--- src/sv/adcseg_pkg.sv ---
// ----------------------------------------------------------------------------
// adcseg_pkg: shared types and constants
// Field widths, reciprocal constants and the seven segment table for the
// averaged adc to seven segment display unit.
// ----------------------------------------------------------------------------
package adcseg_pkg;

	localparam int SAMPLE_W = 10;
	localparam int SPAN_W   = 7;
	localparam int SEG_W    = 7;
	localparam int DEG_W    = 7;
	localparam int DIGIT_W  = 4;
	localparam int PROD_W   = SAMPLE_W + SPAN_W;

	localparam logic [SPAN_W-1:0] SPAN_RESET = 7'd50;
	localparam logic [SPAN_W-1:0] SPAN_MAX   = 7'd99;

	// x / 1023 as (x * FS_RECIP) >> FS_SHIFT, exact for x up to 1023 * 99
	localparam int                FS_SHIFT   = 27;
	localparam int                FS_RECIP_W = 18;
	localparam logic [FS_RECIP_W-1:0] FS_RECIP = 18'd131201;

	// x / 10 as (x * 205) >> 11, exact for x below 1029
	localparam int           TEN_SHIFT   = 11;
	localparam int           TEN_RECIP_W = 8;
	localparam logic [TEN_RECIP_W-1:0] TEN_RECIP = 8'd205;

	typedef enum logic {
		MODE_SAMPLE = 1'b0,
		MODE_TICK   = 1'b1
	} mode_t;

	typedef enum logic {
		DIGIT_UNITS = 1'b0,
		DIGIT_TENS  = 1'b1
	} digit_sel_t;

	// control that travels with each item down the pipeline
	typedef struct packed {
		logic  valid;
		mode_t mode;
		logic  done;   // sample that closed a group
	} stage_ctrl_t;

	// segments on bit0..bit6: b, a, f, g, e, d, c
	function automatic logic [SEG_W-1:0] seg_encode(input logic [DIGIT_W-1:0] digit);
		logic [SEG_W-1:0] seg;
		case (digit)
			4'd0:    seg = 7'h77;
			4'd1:    seg = 7'h41;
			4'd2:    seg = 7'h3B;
			4'd3:    seg = 7'h6B;
			4'd4:    seg = 7'h4D;
			4'd5:    seg = 7'h6E;
			4'd6:    seg = 7'h7E;
			4'd7:    seg = 7'h43;
			4'd8:    seg = 7'h7F;
			4'd9:    seg = 7'h4F;
			default: seg = '0;
		endcase
		return seg;
	endfunction

endpackage

--- src/sv/adcseg_accum.sv ---
// ----------------------------------------------------------------------------
// adcseg_accum: input register and sample accumulator
// Registers the incoming item and sums samples in groups, handing the group
// total downstream once a group closes.
// ----------------------------------------------------------------------------
module adcseg_accum #(
	parameter int SAMPLES_PER_AVERAGE = 4,
	parameter int SUM_W = 12
) (
	input  logic                               clk,
	input  logic                               arst_n,
	input  logic                               in_valid,
	output logic                               in_ready,
	input  adcseg_pkg::mode_t                  in_mode,
	input  logic [adcseg_pkg::SAMPLE_W-1:0]    in_sample,
	output adcseg_pkg::stage_ctrl_t            ctrl_s2,
	output logic [SUM_W-1:0]                   total_s2,
	input  logic                               free_s3
);

	localparam int CNT_W = (SAMPLES_PER_AVERAGE > 1) ? $clog2(SAMPLES_PER_AVERAGE) : 1;
	localparam logic [CNT_W-1:0] CNT_LAST = CNT_W'(SAMPLES_PER_AVERAGE - 1);

	logic                            valid_s1;
	adcseg_pkg::mode_t               mode_s1;
	logic [adcseg_pkg::SAMPLE_W-1:0] sample_s1;
	logic [SUM_W-1:0]                sum_q;
	logic [CNT_W-1:0]                count_q;
	logic                            free_s2;
	logic                            free_s1;
	logic                            take_sample;
	logic                            group_done;
	logic [SUM_W-1:0]                total;

	assign free_s2     = !ctrl_s2.valid || free_s3;
	assign free_s1     = !valid_s1 || free_s2;
	assign in_ready    = free_s1;
	assign take_sample = valid_s1 && free_s2 && (mode_s1 == adcseg_pkg::MODE_SAMPLE);
	assign group_done  = (count_q == CNT_LAST);
	assign total       = sum_q + SUM_W'(sample_s1);

	always_ff @(posedge clk or negedge arst_n) begin
		if (!arst_n) begin
			valid_s1 <= 1'b0;
			ctrl_s2  <= '0;
			sum_q    <= '0;
			count_q  <= '0;
		end else begin
			if (free_s1) begin
				valid_s1 <= in_valid;
			end
			if (free_s2) begin
				ctrl_s2.valid <= valid_s1;
				ctrl_s2.mode  <= mode_s1;
				ctrl_s2.done  <= group_done;
			end
			if (take_sample) begin
				if (group_done) begin
					sum_q   <= '0;
					count_q <= '0;
				end else begin
					sum_q   <= total;
					count_q <= count_q + CNT_W'(1);
				end
			end
		end
	end

	always_ff @(posedge clk) begin
		if (free_s1 && in_valid) begin
			mode_s1   <= in_mode;
			sample_s1 <= in_sample;
		end
		if (free_s2) begin
			total_s2 <= total;
		end
	end

`ifndef SYNTHESIS
	a_count_range: assert property (@(posedge clk) disable iff (!arst_n)
		count_q <= CNT_LAST)
		else $error("sample count past group size");
`endif

endmodule

--- src/sv/adcseg_scale.sv ---
// ----------------------------------------------------------------------------
// adcseg_scale: average and span scaling
// Divides the group total by the group size through a reciprocal multiply,
// then multiplies the average by the span, one multiply per stage.
// ----------------------------------------------------------------------------
module adcseg_scale #(
	parameter int SAMPLES_PER_AVERAGE = 4,
	parameter int SUM_W = 12
) (
	input  logic                              clk,
	input  logic                              arst_n,
	input  adcseg_pkg::stage_ctrl_t           ctrl_s2,
	input  logic [SUM_W-1:0]                  total_s2,
	output logic                              free_s3,
	input  logic [adcseg_pkg::SPAN_W-1:0]     span,
	output adcseg_pkg::stage_ctrl_t           ctrl_s4,
	output logic [adcseg_pkg::PROD_W-1:0]     prod_s4,
	input  logic                              free_s5
);

	// exact for totals below 2^19 / group size^2 margin, covers groups up to 16
	localparam int RECIP_SHIFT = 19;
	localparam int RECIP_W     = RECIP_SHIFT + 1;
	localparam logic [RECIP_W-1:0] RECIP =
		RECIP_W'((2 ** RECIP_SHIFT + SAMPLES_PER_AVERAGE - 1) / SAMPLES_PER_AVERAGE);
	localparam int QP_W = SUM_W + RECIP_W;

	adcseg_pkg::stage_ctrl_t         ctrl_s3;
	logic [adcseg_pkg::SAMPLE_W-1:0] avg_s3;
	logic [QP_W-1:0]                 quot_full;
	logic [adcseg_pkg::PROD_W-1:0]   prod;
	logic                            free_s4;

	assign free_s4   = !ctrl_s4.valid || free_s5;
	assign free_s3   = !ctrl_s3.valid || free_s4;
	assign quot_full = QP_W'(total_s2) * QP_W'(RECIP);
	assign prod      = adcseg_pkg::PROD_W'(avg_s3) * adcseg_pkg::PROD_W'(span);

	always_ff @(posedge clk or negedge arst_n) begin
		if (!arst_n) begin
			ctrl_s3 <= '0;
			ctrl_s4 <= '0;
		end else begin
			if (free_s3) begin
				ctrl_s3 <= ctrl_s2;
			end
			if (free_s4) begin
				ctrl_s4 <= ctrl_s3;
			end
		end
	end

	always_ff @(posedge clk) begin
		if (free_s3) begin
			avg_s3 <= quot_full[RECIP_SHIFT +: adcseg_pkg::SAMPLE_W];
		end
		if (free_s4) begin
			prod_s4 <= prod;
		end
	end

endmodule

--- src/sv/adcseg_digit.sv ---
// ----------------------------------------------------------------------------
// adcseg_digit: display value and digit output
// Turns a closed group into degrees and holds it; each tick encodes one digit
// of the held value into the output register, alternating units and tens.
// ----------------------------------------------------------------------------
module adcseg_digit (
	input  logic                              clk,
	input  logic                              arst_n,
	input  adcseg_pkg::stage_ctrl_t           ctrl_s4,
	input  logic [adcseg_pkg::PROD_W-1:0]     prod_s4,
	output logic                              free_s5,
	output logic                              out_valid,
	input  logic                              out_ready,
	output logic [adcseg_pkg::SEG_W-1:0]      out_segments,
	output adcseg_pkg::digit_sel_t            out_digit_select,
	output logic [adcseg_pkg::DEG_W-1:0]      out_shown_degrees
);

	localparam int DP_W = adcseg_pkg::PROD_W + adcseg_pkg::FS_RECIP_W;
	localparam int TP_W = adcseg_pkg::DEG_W + adcseg_pkg::TEN_RECIP_W;

	logic [adcseg_pkg::DEG_W-1:0]   display_q;
	adcseg_pkg::digit_sel_t         high_q;
	logic [DP_W-1:0]                deg_full;
	logic [TP_W-1:0]                tens_full;
	logic [adcseg_pkg::DIGIT_W-1:0] tens;
	logic [adcseg_pkg::DEG_W-1:0]   tens_x10;
	logic [adcseg_pkg::DIGIT_W-1:0] units;
	logic [adcseg_pkg::DIGIT_W-1:0] digit;
	logic                           out_free;
	logic                           load_out;
	logic                           load_display;

	assign deg_full  = DP_W'(prod_s4) * DP_W'(adcseg_pkg::FS_RECIP);
	assign tens_full = TP_W'(display_q) * TP_W'(adcseg_pkg::TEN_RECIP);
	assign tens      = tens_full[adcseg_pkg::TEN_SHIFT +: adcseg_pkg::DIGIT_W];
	assign tens_x10  = {tens, 3'b000} + {2'b00, tens, 1'b0};
	assign units     = adcseg_pkg::DIGIT_W'(display_q - tens_x10);
	assign digit     = (high_q == adcseg_pkg::DIGIT_TENS) ? tens : units;

	assign out_free     = !out_valid || out_ready;
	assign load_out     = ctrl_s4.valid && (ctrl_s4.mode == adcseg_pkg::MODE_TICK) && out_free;
	assign load_display = ctrl_s4.valid && (ctrl_s4.mode == adcseg_pkg::MODE_SAMPLE)
		&& ctrl_s4.done;
	// samples leave here at once, ticks wait for the output register
	assign free_s5      = (ctrl_s4.mode == adcseg_pkg::MODE_SAMPLE) || out_free;

	always_ff @(posedge clk or negedge arst_n) begin
		if (!arst_n) begin
			out_valid <= 1'b0;
			display_q <= '0;
			high_q    <= adcseg_pkg::DIGIT_UNITS;
		end else begin
			if (load_out) begin
				out_valid <= 1'b1;
				high_q    <= (high_q == adcseg_pkg::DIGIT_TENS) ?
					adcseg_pkg::DIGIT_UNITS : adcseg_pkg::DIGIT_TENS;
			end else if (out_ready) begin
				out_valid <= 1'b0;
			end
			if (load_display) begin
				display_q <= deg_full[adcseg_pkg::FS_SHIFT +: adcseg_pkg::DEG_W];
			end
		end
	end

	always_ff @(posedge clk) begin
		if (load_out) begin
			out_segments      <= adcseg_pkg::seg_encode(digit);
			out_digit_select  <= high_q;
			out_shown_degrees <= display_q;
		end
	end

`ifndef SYNTHESIS
	a_display_range: assert property (@(posedge clk) disable iff (!arst_n)
		display_q <= 7'd99)
		else $error("display value beyond two digits");

	a_digit_toggle: assert property (@(posedge clk) disable iff (!arst_n)
		load_out |=> (high_q != $past(high_q)))
		else $error("digit select did not alternate");
`endif

endmodule

--- src/sv/adc_average_to_seven_segment_unit.sv ---
// ----------------------------------------------------------------------------
// adc_average_to_seven_segment_unit: averaged adc reading on two digits
// Averages adc samples in groups, scales the average to degrees and drives
// a multiplexed two digit seven segment display one digit per refresh tick.
// ----------------------------------------------------------------------------
// usage
//  - s_axis carries items: tuser 0 is an adc sample in tdata, tuser 1 is a
//    refresh tick (tdata ignored)
//  - every SAMPLES_PER_AVERAGE samples the truncated average times the span,
//    divided by 1023, becomes the shown value; samples give no transfer out
//  - each tick gives one m_axis transfer: segments of one digit, the digit
//    select in tuser (units first after reset, then alternating) and the
//    shown value
//  - cfg_valid writes the span (degrees at full scale); values above 99 are
//    held at 99; cfg_ready is always high, write only while the unit is idle
//  - one item accepted per cycle while s_axis_tready is high; a tick passes
//    through the four stage pipeline (input register, group total, average
//    multiply, span multiply) and then the output register to m_axis
//  - items stay in order, so a tick always shows every group closed ahead
//  - when m_axis stalls, samples ahead of the first waiting tick drain; that
//    tick holds at the last stage and the items behind it back up stage by
//    stage until s_axis_tready drops
//  - reset: shown value 0, span 50, empty group, units digit next
// ----------------------------------------------------------------------------
module adc_average_to_seven_segment_unit #(
	parameter int SAMPLES_PER_AVERAGE = 4
) (
	input  logic        clk,
	input  logic        arst_n,
	input  logic        s_axis_tvalid,
	output logic        s_axis_tready,
	input  logic [15:0] s_axis_tdata,   // [9:0] sample, rest zero
	input  logic        s_axis_tuser,   // [0] mode
	output logic        m_axis_tvalid,
	input  logic        m_axis_tready,
	output logic [15:0] m_axis_tdata,   // [6:0] segments, [13:7] shown_degrees, rest zero
	output logic        m_axis_tuser,   // [0] digit_select
	input  logic        cfg_valid,
	output logic        cfg_ready,
	input  logic [6:0]  cfg_data        // [6:0] temp_span
);

	// group total must hold SAMPLES_PER_AVERAGE full scale samples
	localparam int SUM_W = $clog2(SAMPLES_PER_AVERAGE * 1023 + 1);

	logic [adcseg_pkg::SPAN_W-1:0] span_q;
	adcseg_pkg::mode_t             in_mode;
	adcseg_pkg::stage_ctrl_t       ctrl_s2;
	adcseg_pkg::stage_ctrl_t       ctrl_s4;
	logic [SUM_W-1:0]              total_s2;
	logic [adcseg_pkg::PROD_W-1:0] prod_s4;
	logic                          free_s3;
	logic                          free_s5;
	logic [adcseg_pkg::SEG_W-1:0]  segments;
	adcseg_pkg::digit_sel_t        digit_select;
	logic [adcseg_pkg::DEG_W-1:0]  shown_degrees;

	assign in_mode   = adcseg_pkg::mode_t'(s_axis_tuser);
	assign cfg_ready = 1'b1;

	// span register, saturated so the shown value fits two digits
	always_ff @(posedge clk or negedge arst_n) begin
		if (!arst_n) begin
			span_q <= adcseg_pkg::SPAN_RESET;
		end else if (cfg_valid && cfg_ready) begin
			span_q <= (cfg_data > adcseg_pkg::SPAN_MAX) ? adcseg_pkg::SPAN_MAX : cfg_data;
		end
	end

	adcseg_accum #(
		.SAMPLES_PER_AVERAGE(SAMPLES_PER_AVERAGE),
		.SUM_W(SUM_W)
	) u_accum (
		.clk(clk),
		.arst_n(arst_n),
		.in_valid(s_axis_tvalid),
		.in_ready(s_axis_tready),
		.in_mode(in_mode),
		.in_sample(s_axis_tdata[adcseg_pkg::SAMPLE_W-1:0]),
		.ctrl_s2(ctrl_s2),
		.total_s2(total_s2),
		.free_s3(free_s3)
	);

	adcseg_scale #(
		.SAMPLES_PER_AVERAGE(SAMPLES_PER_AVERAGE),
		.SUM_W(SUM_W)
	) u_scale (
		.clk(clk),
		.arst_n(arst_n),
		.ctrl_s2(ctrl_s2),
		.total_s2(total_s2),
		.free_s3(free_s3),
		.span(span_q),
		.ctrl_s4(ctrl_s4),
		.prod_s4(prod_s4),
		.free_s5(free_s5)
	);

	adcseg_digit u_digit (
		.clk(clk),
		.arst_n(arst_n),
		.ctrl_s4(ctrl_s4),
		.prod_s4(prod_s4),
		.free_s5(free_s5),
		.out_valid(m_axis_tvalid),
		.out_ready(m_axis_tready),
		.out_segments(segments),
		.out_digit_select(digit_select),
		.out_shown_degrees(shown_degrees)
	);

	// result packing, first field lowest
	assign m_axis_tdata = {2'b00, shown_degrees, segments};
	assign m_axis_tuser = digit_select;

`ifndef SYNTHESIS
	a_span_range: assert property (@(posedge clk) disable iff (!arst_n)
		span_q <= adcseg_pkg::SPAN_MAX)
		else $error("span beyond two digit range");

	a_span_write: assert property (@(posedge clk) disable iff (!arst_n)
		(cfg_valid && cfg_ready) |=> (span_q == (($past(cfg_data) > adcseg_pkg::SPAN_MAX) ?
			adcseg_pkg::SPAN_MAX : $past(cfg_data))))
		else $error("span write not taken");
`endif

endmodule
--- config.mk ---
export PLATFORM = sky130hd
export DESIGN_NAME = adc_average_to_seven_segment_unit
export DESIGN_NICKNAME = d
export VERILOG_FILES = /design/src/sv/adcseg_pkg.sv /design/src/sv/adcseg_accum.sv /design/src/sv/adcseg_scale.sv /design/src/sv/adcseg_digit.sv /design/src/sv/adc_average_to_seven_segment_unit.sv
export SDC_FILE = /design/constraint.sdc
export NUM_CORES = 1
export LEC_CHECK = 0
export BUFFER_PORTS_ARGS = -buffer_cell sky130_fd_sc_hd__clkbuf_2
export CORE_ASPECT_RATIO = 0.8
export CORE_MARGIN = 3
export CORE_UTILIZATION = 54
export CTS_BUF_LIST = sky130_fd_sc_hd__clkbuf_8
export CTS_CLUSTER_SIZE = 30
export DETAILED_ROUTE_END_ITERATION = 12
export GPL_TIMING_DRIVEN = 0
export PLACE_DENSITY = 0.75
export SYNTH_ARGS = -nofsm -noshare
export SYNTH_HDL_FRONTEND = slang
export SYNTH_HIERARCHICAL = 1
export SYNTH_SLANG_ARGS = --single-unit
--- constraint.sdc ---
create_clock -name clk -period 6.4 [get_ports clk]
set_input_delay 0.32 -clock clk [delete_from_list [all_inputs] [get_ports clk]]
set_output_delay 0.32 -clock clk [all_outputs]
set_load 0.005 [all_outputs]
==> results.py <==
metrics = {
    "outcome": {
        "status": "finished clean",
    },
    "die": {
        "fp.dieW_um": 147.4,
        "rows": 40,
        "core-area_mm2": 0.01531,
        "initial_core_util": 0.5639,
        "dieArea_mm2": 0.01756,
        "io_pins": 49,
        "fp.dieH_um": 119.1,
    },
    "routing": {
        "dr.pass1.iters": 4,
        "drt_iter0_drc": 270,
        "via_per_inst": 5.503,
        "wire_per_inst_um": 15.29,
        "routed_wl_um": 16030,
        "num_vias": 5767,
        "drc": 0,
        "antenna_left": 0,
    },
    "synth": {
        "syn_avg_cell_area_um2": 11.04,
        "syn-instance-count": 782,
        "synth_area_mm2": 0.008636,
        "yosysWarnings": 6,
    },
    "hold_path": {
        "hp-start": "s_axis_tdata[2]",
        "hold_path_end": "u_accum/sample_s1[2]",
        "min_delay_path_depth": 1,
        "hp-class": "input port to flip-flop",
    },
    "clock_tree": {
        "cts_setup_buffers": 0,
        "path_clk_slew_ns": 0.10,
        "root_buffer": "clkbuf_8",
        "insertion_delay_ns": 0.39,
        "clock_path_buffers": 2,
        "cts_resized": 0,
        "cts_hold_buf": 0,
        "cts_tree": "done",
        "cts_sinks": 103,
        "h-tree-depth": 3,
        "cts_buffers": 9,
    },
    "sta": {
        "grt_setup_unrepaired": "false",
        "setup_viol": 0,
        "finalClockSkew_ns": 0.01386,
        "final-max-slew-violation-count": 0,
        "final.min_clock_period_ns": 5.700,
        "fmax_mhz": 175.5,
        "worstMarginPinSlew_ns": 1.123,
        "tns_ns": 0,
        "post-route-period-util": 0.8906,
        "finalHoldViolCount": 0,
        "relSlewSlack": 0.2513,
    },
    "critical_path": {
        "crit_required_ns": 6.53,
        "critPathKind": "flip-flop to flip-flop",
        "regToRegStartpoint": "u_digit/display_q[5]",
        "r2r_slack_ns": 0.70,
        "cp.arrival_ns": 5.83,
        "r2r_end": "u_digit/out_segments[5]",
        "cp-end-kind": "flip-flop",
        "crit_fanout": 5,
        "start_kind": "flip-flop",
        "worstRegToRegCells": 19,
    },
    "final_layout": {
        "nFillCells": 1290,
        "nets": 1056,
        "n_antenna_cell": 0,
        "multi_input_area_mm2": 0.005346,
        "most-common-layout-cells": "ha_1, inv_1, edfxtp_1",
        "final_layout_size_suffix_gt1_frac": 0.1098,
        "layout_commonest_cell": "ha_1",
        "seq_area_mm2": 0.002897,
        "syn_to_final_growth_pct": 7.911,
    },
    "global_route": {
        "grt_util_all_layers": 0.1911,
        "grt_max_degree": 41,
        "grt_antenna_before_repair": 0,
        "overflow": 0,
        "grt_pass1_vias": 5838,
        "grt_pass1_wl_um": 27340,
    },
    "placed_design": {
        "io_buffer_count": 39,
        "hpwl_um": 13030,
        "gp_congestion": 0.9188,
    },
    "job": {
        "cap_violations": 0,
    },
}
[worst max-delay path, cell delays in order, from the launching register on]
cell,delay (ns)
dfrtp_1,0.45
inv_1,0.10
ha_1,0.28
inv_1,0.07
fa_1,0.44
fa_1,0.47
ha_1,0.31
ha_1,0.38
nand3_1,0.11
a211o_1,0.31
a31oi_1,0.19
xor2_1,0.30
ha_1,0.31
nor3b_1,0.20
a2111oi_0,0.45
mux2i_1,0.14
nand2_1,0.09
xnor3_1,0.27
o2111a_1,0.27
a311o_1,0.30
[layout make-up]
cell class | instances | area share
Timing Repair Buffer | 39 | 0.02095
Clock inverter | 7 | 0.01020
Inverter | 86 | 0.03464
Multi-Input combinational cell | 581 | 0.5737
Buffer | 13 | 0.008190
Sequential cell | 103 | 0.3108
Clock buffer | 9 | 0.01329
Tap cell | 210 | 0.02820
[worst max path at each step]
stage                                         end  cells past startpoint                 start  slack (ns)
final                     u_digit/out_segments[5]                     19  u_digit/display_q[5]        0.70
after CTS                 u_digit/out_segments[5]                     19  u_digit/display_q[5]        0.70
after floorplan           u_digit/out_segments[5]                     19  u_digit/display_q[4]        1.33
after detailed placement  u_digit/out_segments[5]                     19  u_digit/display_q[5]        0.75
after global placement    u_digit/out_segments[5]                     19  u_digit/display_q[5]        0.89
after global routing      u_digit/out_segments[2]                     19  u_digit/display_q[5]        0.35
[stage by stage]
step	setup WS, ns	util	hold WS (ns)	instance area [um^2]	std cells
floorplan	1.326	-	0.02441	8640	783
global placement	0.8927	0.5940	0.4039	9097	1032
detailed placement	0.7506	0.5940	0.4045	9097	1032
CTS	0.7021	0.6083	0.08932	9316	1048
global route	0.3480	0.6085	0.07635	9319	1048
finish	0.7004	0.6085	0.1101	9319	1048
[flip-flops by register name, indices dropped and copies added, names as in the netlist]
| name | count |
|---|---|
| u_scale/ctrl_s3 | 3 |
| u_scale/prod_s4 | 17 |
| u_accum/count_q | 2 |
| u_digit/out_valid | 1 |
| u_accum/total_s2 | 10 |
| u_digit/high_q | 1 |
| u_digit/out_digit_select | 1 |
| u_digit/out_segments | 7 |
| u_scale/ctrl_s4 | 3 |
| u_accum/mode_s1 | 1 |
| u_accum/valid_s1 | 1 |
| u_scale/avg_s3 | 10 |
| u_accum/sample_s1 | 10 |
| u_digit/display_q | 7 |
| u_accum/sum_q | 12 |
| u_digit/out_shown_degrees | 7 |
| u_accum/ctrl_s2 | 3 |
| span_q | 7 |
[routing by layer]
layer,part of all wire,GRT usage
met5,0,0
met4,0.013,0.04191
met3,0.033,0.03537
met2,0.48,0.3196
met1,0.47,0.2618
Power is left out: the tool's default activity adds up to more than one toggle a clock period on the data nets, which glitch-free logic cannot reach.
